[config.mk]
export PLATFORM = sky130hd
export DESIGN_NAME = bsal_cell
export DESIGN_NICKNAME = d
export VERILOG_FILES = /design/src/rtl/bsal_pkg.sv /design/src/rtl/bsal_cell.sv
export SDC_FILE = /design/constraint.sdc
export NUM_CORES = 1
export LEC_CHECK = 0
export BUFFER_PORTS_ARGS = -buffer_cell sky130_fd_sc_hd__buf_4
export CAP_MARGIN = 25
export CORE_MARGIN = 10
export CORE_UTILIZATION = 36
export CTS_CLUSTER_DIAMETER = 40
export DETAILED_ROUTE_END_ITERATION = 16
export PLACE_DENSITY = 0.77
export SETUP_SLACK_MARGIN = 0.4
export SYNTH_ARGS = -nofsm -noshare
export SYNTH_HDL_FRONTEND = slang
export SYNTH_SLANG_ARGS = --single-unit
export TNS_END_PERCENT = 5
[constraint.sdc]
create_clock -name clk_i -period 4.2 [get_ports clk_i]
set_clock_uncertainty 0.05 [all_clocks]
set_input_delay 0.84 -clock clk_i [delete_from_list [all_inputs] [get_ports clk_i]]
set_output_delay 0.84 -clock clk_i [all_outputs]
set_load 0.02 [all_outputs]
[src/rtl/bsal_pkg.sv]
// Shared types and codes for the bounded shifting array list.
package bsal_pkg;

  localparam int unsigned DataW = 32;
  localparam int unsigned PosW  = 7;
  localparam int unsigned CountW = 7;

  typedef enum logic [2:0] {
    CMD_READ   = 3'd0,
    CMD_WRITE  = 3'd1,
    CMD_PUSH   = 3'd2,
    CMD_POP    = 3'd3,
    CMD_INSERT = 3'd4,
    CMD_ERASE  = 3'd5
  } cmd_e;

  typedef enum logic [1:0] {
    ST_OK    = 2'd0,
    ST_RANGE = 2'd1,
    ST_FULL  = 2'd2,
    ST_EMPTY = 2'd3
  } status_e;

  // Broadcast to every cell; all flags are qualified by an accepted transaction.
  typedef struct packed {
    logic rd;
    logic wr_pos;
    logic append;
    logic insert;
    logic erase;
  } cell_ctrl_t;

endpackage

[src/rtl/bsal_cell.sv]
// One storage cell of the list: holds a word and shifts with its neighbors.
module bsal_cell #(
  parameter int unsigned IdxW = 7,
  parameter int unsigned Idx  = 0
) (
  input  logic                             clk_i,
  input  bsal_pkg::cell_ctrl_t             ctrl_i,
  input  logic [IdxW-1:0]                  pos_i,
  input  logic [IdxW-1:0]                  cnt_i,
  input  logic signed [bsal_pkg::DataW-1:0] value_i,
  input  logic signed [bsal_pkg::DataW-1:0] left_i,
  input  logic signed [bsal_pkg::DataW-1:0] right_i,
  output logic signed [bsal_pkg::DataW-1:0] word_o,
  output logic signed [bsal_pkg::DataW-1:0] rd_o
);

  logic signed [bsal_pkg::DataW-1:0] word_q, word_d;
  logic [IdxW-1:0] idx;
  logic hit, at_tail;

  assign idx     = IdxW'(Idx);
  assign hit     = (idx == pos_i);
  assign at_tail = (idx == cnt_i);

  always_comb begin
    word_d = word_q;
    if ((ctrl_i.wr_pos && hit) || (ctrl_i.append && at_tail) ||
        (ctrl_i.insert && hit)) begin
      word_d = value_i;
    end else if (ctrl_i.insert && (idx > pos_i)) begin
      word_d = left_i;
    end else if (ctrl_i.erase && (idx >= pos_i)) begin
      word_d = right_i;
    end
  end

  always_ff @(posedge clk_i) begin
    word_q <= word_d;
  end

  assign word_o = word_q;
  assign rd_o   = (ctrl_i.rd && hit) ? word_q : '0;

endmodule

# Word-level counts from Yosys, hierarchy flattened
# Index checks and enable logic that the tools add are counted.
# word_totals
reg_bits	32
in_bits	116
output_inout_bits	64
wordCells	18
# classes
n_lt_le_gt_ge	2
n_mux	4
reduce_logical	11
# ops
cell	count
two-way mux 32 bit	4
zero test 7 bit	2
>= comparator 1 x 7 -> 1 bit, first input constant	1
greater-than comparator 1 x 7 -> 1 bit, first input constant	1
logical AND 1 bit	6
nonzero test 3 bit	1
logical OR 1 bit	2

# Longest topological paths before layout
# depth
depth_word	5
mapped_depth	6
ltp_nobuf	4

# Least setup slack after synthesis
# Ideal clock, no wire load.
# synth_path
path_type	input port to flip-flop
start	input port pos_i[3]
end	register word_q (netlist bit word_o[0]), enable pin
setup_time_ns	0.388
arrival_ns	2.779
t_required_ns	3.762
path_slack_ns	0.983
stages	6
n_path_buf	2
path_cell_list	or4_4 -> nor4_4 -> a22o_2 -> buf_6 -> buf_12 -> a21o_1
# synth_via
elab_chain_len	5
word_cells_on_any_way	10
classes_between	2 x order compare; 8 x reduce/logical
# synth_rtl
element	line_no	rtl
start, declared	bsal_cell.sv:8	input logic [IdxW-1:0] pos_i,
parallel branches: the longest is 4 deep, another holds greater-than comparator 1 x 7 -> 1 bit	-	
nonzero test 3 bit (no source line) (*)	-	
end signal, assigned	bsal_cell.sv:38	word_q <= word_d;
end, declared	bsal_cell.sv:17	logic signed [bsal_pkg::DataW-1:0] word_q, word_d;
# Every way passes the cells marked *.
# A chain may end at the register's enable or synchronous reset.

# Final worst setup path
# layout_path
start	input port pos_i[3]
end	output port rd_o[1] in the netlist's numbering
# layout_via
elab_chain_len	3
# layout_rtl
element	line_no	rtl
zero test 7 bit	bsal_cell.sv:22	assign hit = (idx == pos_i);
logical AND 1 bit	bsal_cell.sv:42	assign rd_o = (ctrl_i.rd && hit) ? word_q : '0;
two-way mux 32 bit	bsal_cell.sv:42	
end, declared	bsal_cell.sv:14	output logic signed [bsal_pkg::DataW-1:0] rd_o
# Every way passes these cells.

==> flow_metrics.py <==
metrics = {
    "drt": {
        "dr_total_vias": 1548,
        "drt_wl_total_mm": 6.36,
        "remaining_drc_errors": 0,
        "drt_pass1_iterations": 4,
        "detail_route.wl_per_cell_um": 19.2,
        "detailedRoute.firstIterationViolations": 52,
        "via_per_inst": 4.66,
        "antenna_left": 0,
    },
    "global_route": {
        "grt_antenna_before_repair": 0,
        "gr-total-overflow": 0,
        "grt_usage_pct": 14.7,
        "via_count_of_the_first_global_routing_pass": 1810,
        "maximum_number_of_pins_on_one_net_before_global_route_repair": 33,
        "first_pass_grt_wire_length_mm": 9.73,
    },
    "setup_path": {
        "slowest_stage": "sky130_fd_sc_hd__or4_4",
        "path_common_cell": "sky130_fd_sc_hd__buf_4",
        "worstSetupPathType": "input pin to output pin",
        "cp_top_family": "simple AND/OR/NAND/NOR gates",
        "worstPathMaxFanout": 22,
        "setup.worst_path.end_class": "output pin",
        "critical_path.cell_chain": "buf_4, or4_4, nor4_4, buf_4, and3_2, buf_4",
        "critical_path_required_time_ns": 3.31,
        "worst_endpoint_data_arrival_time_ns": 2.42,
        "startpoint_type": "input pin",
        "cp.buffers_inverters": 3,
        "timing.critical_path.slowest_cell_delay_ns": 0.54,
    },
    "die": {
        "dieArea_um2": 8230,
        "initial_core_util_pct": 37.6,
        "io_pins": 180,
        "core_area_um2": 4790,
        "fp.dieH_um": 90.7,
        "chipWidth_um": 90.7,
        "rows": 25,
    },
    "synthesis": {
        "yosys_warnings": 0,
        "mappedNetlistNets": 229,
        "syn-mean-instance-area_um2": 15.9,
        "synthesis.instances": 113,
        "ys_types": 15,
        "yosys_register_bits": 32,
        "synthesis.area_um2": 1800,
        "synth_seq_area_share_pct": 53.4,
    },
    "cells_and_area": {
        "final_common_cell": "sky130_fd_sc_hd__buf_4",
        "fin_nets": 380,
        "largest_register_ff_count": 32,
        "antenna-diode-count": 0,
        "area_growth_pct": 68.3,
        "layout.cells.most_common_list": "sky130_fd_sc_hd__buf_4, sky130_fd_sc_hd__edfxtp_1, sky130_fd_sc_hd__mux2_4, sky130_fd_sc_hd__and3_1, sky130_fd_sc_hd__clkbuf_8",
        "fraction_of_final_layout_cells_sized_beyond_drive_strength_1_pct": 75.5,
    },
    "hold_path": {
        "min_delay_worst_endpoint": "word_o[19]$_DFFE_PP_",
        "holdCritPathClass": "input pin to register",
        "hold-path-cell-count": 2,
        "hold_path_origin": "value_i[19]",
    },
    "placed_design": {
        "placement.io_buffers": 147,
        "routabilityCongestion": 0.785,
        "hpwlAfterDp_mm": 5.23,
    },
    "clocking": {
        "clk_pin_slew_worst_paths_ns": 0.07,
        "cts_inserted_buffers": 5,
        "post_cts.resized_instances": 0,
        "cts_post_setup_buffers_inserted": 0,
        "ctsHoldBuffers": 0,
        "clk_path_buf_depth": 2,
        "numClockSinks": 32,
        "cts_max_level": 2,
        "ctsRootBufferMaster": "sky130_fd_sc_hd__clkbuf_8",
        "cts_tree": "yes",
    },
    "timing": {
        "setup_repair_after_global_routing_missed_its_margin": "no",
        "fmax_mhz": 302,
        "period_needed_ns": 3.31,
        "max_slew_headroom_pct": 67.1,
        "aggregate_negative_setup_slack_ns": 0,
        "count_of_pins_over_their_slew_limit": 0,
        "tightestPinTransition_ns": 0.494,
        "post-route-period-util_pct": 78.8,
        "hold_viol": 0,
        "endpoints_failing_setup": 0,
    },
    "power_and_ir_drop": {
        "power.static_leakage_nw": 1.52,
        "irDropWorstVdd_v": 0.000161,
        "cellPowerDensity_nw_per_um2": 227,
        "total_power_uw": 687,
    },
    "run": {
        "maxCapViolations": 0,
    },
    "status": {
        "run_status": "finished, final reports clean",
    },
}
cell type report:
type                       count  area (um^2)
clock inverter                 3         13.8
clock buffer                   5         68.8
sequential                    32          961
multi-input combinational     71          744
timing repair buffer         154         1160
fill                         381         1760
tap                           67         83.8
routing by layer:
layer / global-route usage (%) / up-vias / routed length (um)
li1: - / 738 / -
met1: 15.1 / 721 / 2360
met2: 26.0 / 83 / 3270
met3: 7.23 / 6 / 653
met4: 3.85 / 0 / 84
met5: 0 / - / 0
synth_stat cells:
cell / instances / area, um^2
sky130_fd_sc_hd__a21o_1: 1 / 7.51
sky130_fd_sc_hd__nor4_1: 1 / 6.26
sky130_fd_sc_hd__mux2_2: 3 / 33.8
sky130_fd_sc_hd__clkbuf_1: 6 / 22.5
sky130_fd_sc_hd__edfxtp_1: 32 / 961
sky130_fd_sc_hd__buf_6: 1 / 11.3
sky130_fd_sc_hd__nor4b_1: 1 / 8.76
sky130_fd_sc_hd__or4_4: 1 / 11.3
sky130_fd_sc_hd__or2_2: 1 / 6.26
sky130_fd_sc_hd__a22o_2: 1 / 10.0
sky130_fd_sc_hd__and3_2: 3 / 22.5
sky130_fd_sc_hd__buf_12: 3 / 60.1
sky130_fd_sc_hd__nor4_4: 1 / 21.3
sky130_fd_sc_hd__and3_1: 29 / 181
sky130_fd_sc_hd__mux2_4: 29 / 435
how the worst max path moves through the flow:
stage | startpoint | end | cells after the start
after floorplan | pos_i[3] | word_o[0]$_DFFE_PP_ | 6
after global placement | pos_i[3] | word_o[31]$_DFFE_PP_ | 6
after detailed placement | pos_i[3] | word_o[31]$_DFFE_PP_ | 6
after CTS | pos_i[3] | rd_o[1] | 6
after global routing | pos_i[3] | rd_o[23] | 6
final | pos_i[3] | rd_o[1] | 6
cells by family (layout without fill, tap and decap cells):
logic type,after synthesis,in the layout,synth area share [%]
and+or+nand+nor,37,37,14.3
AOI/OAI and AO/OA,2,2,0.974
buffers and inverters,10,162,5.22
muxes,32,32,26.1
DFF,32,32,53.4
power by group:
group	switching (mW)	total [mW]	internal [mW]
Sequential	0.00182	0.358	0.356
Clock	0.109	0.221	0.112
Combinational	0.0308	0.108	0.0769
Total	0.141	0.687	0.545
metrics by stage:
step / std cells / worst slack (ns) / utilization (%) / hold WS, ns / cell area (um^2)
after floorplan: 113 / 0.983 / - / 1.01 / 1800
after global placement: 324 / 0.877 / 61.5 / 1.09 / 2950
after global routing: 332 / 0.823 / 63.3 / 0.796 / 3030
after detailed placement: 324 / 0.841 / 61.5 / 1.09 / 2950
after CTS: 332 / 0.879 / 63.3 / 0.801 / 3030
final: 332 / 0.889 / 63.3 / 0.811 / 3030
(Power assumes the default switching activity.)
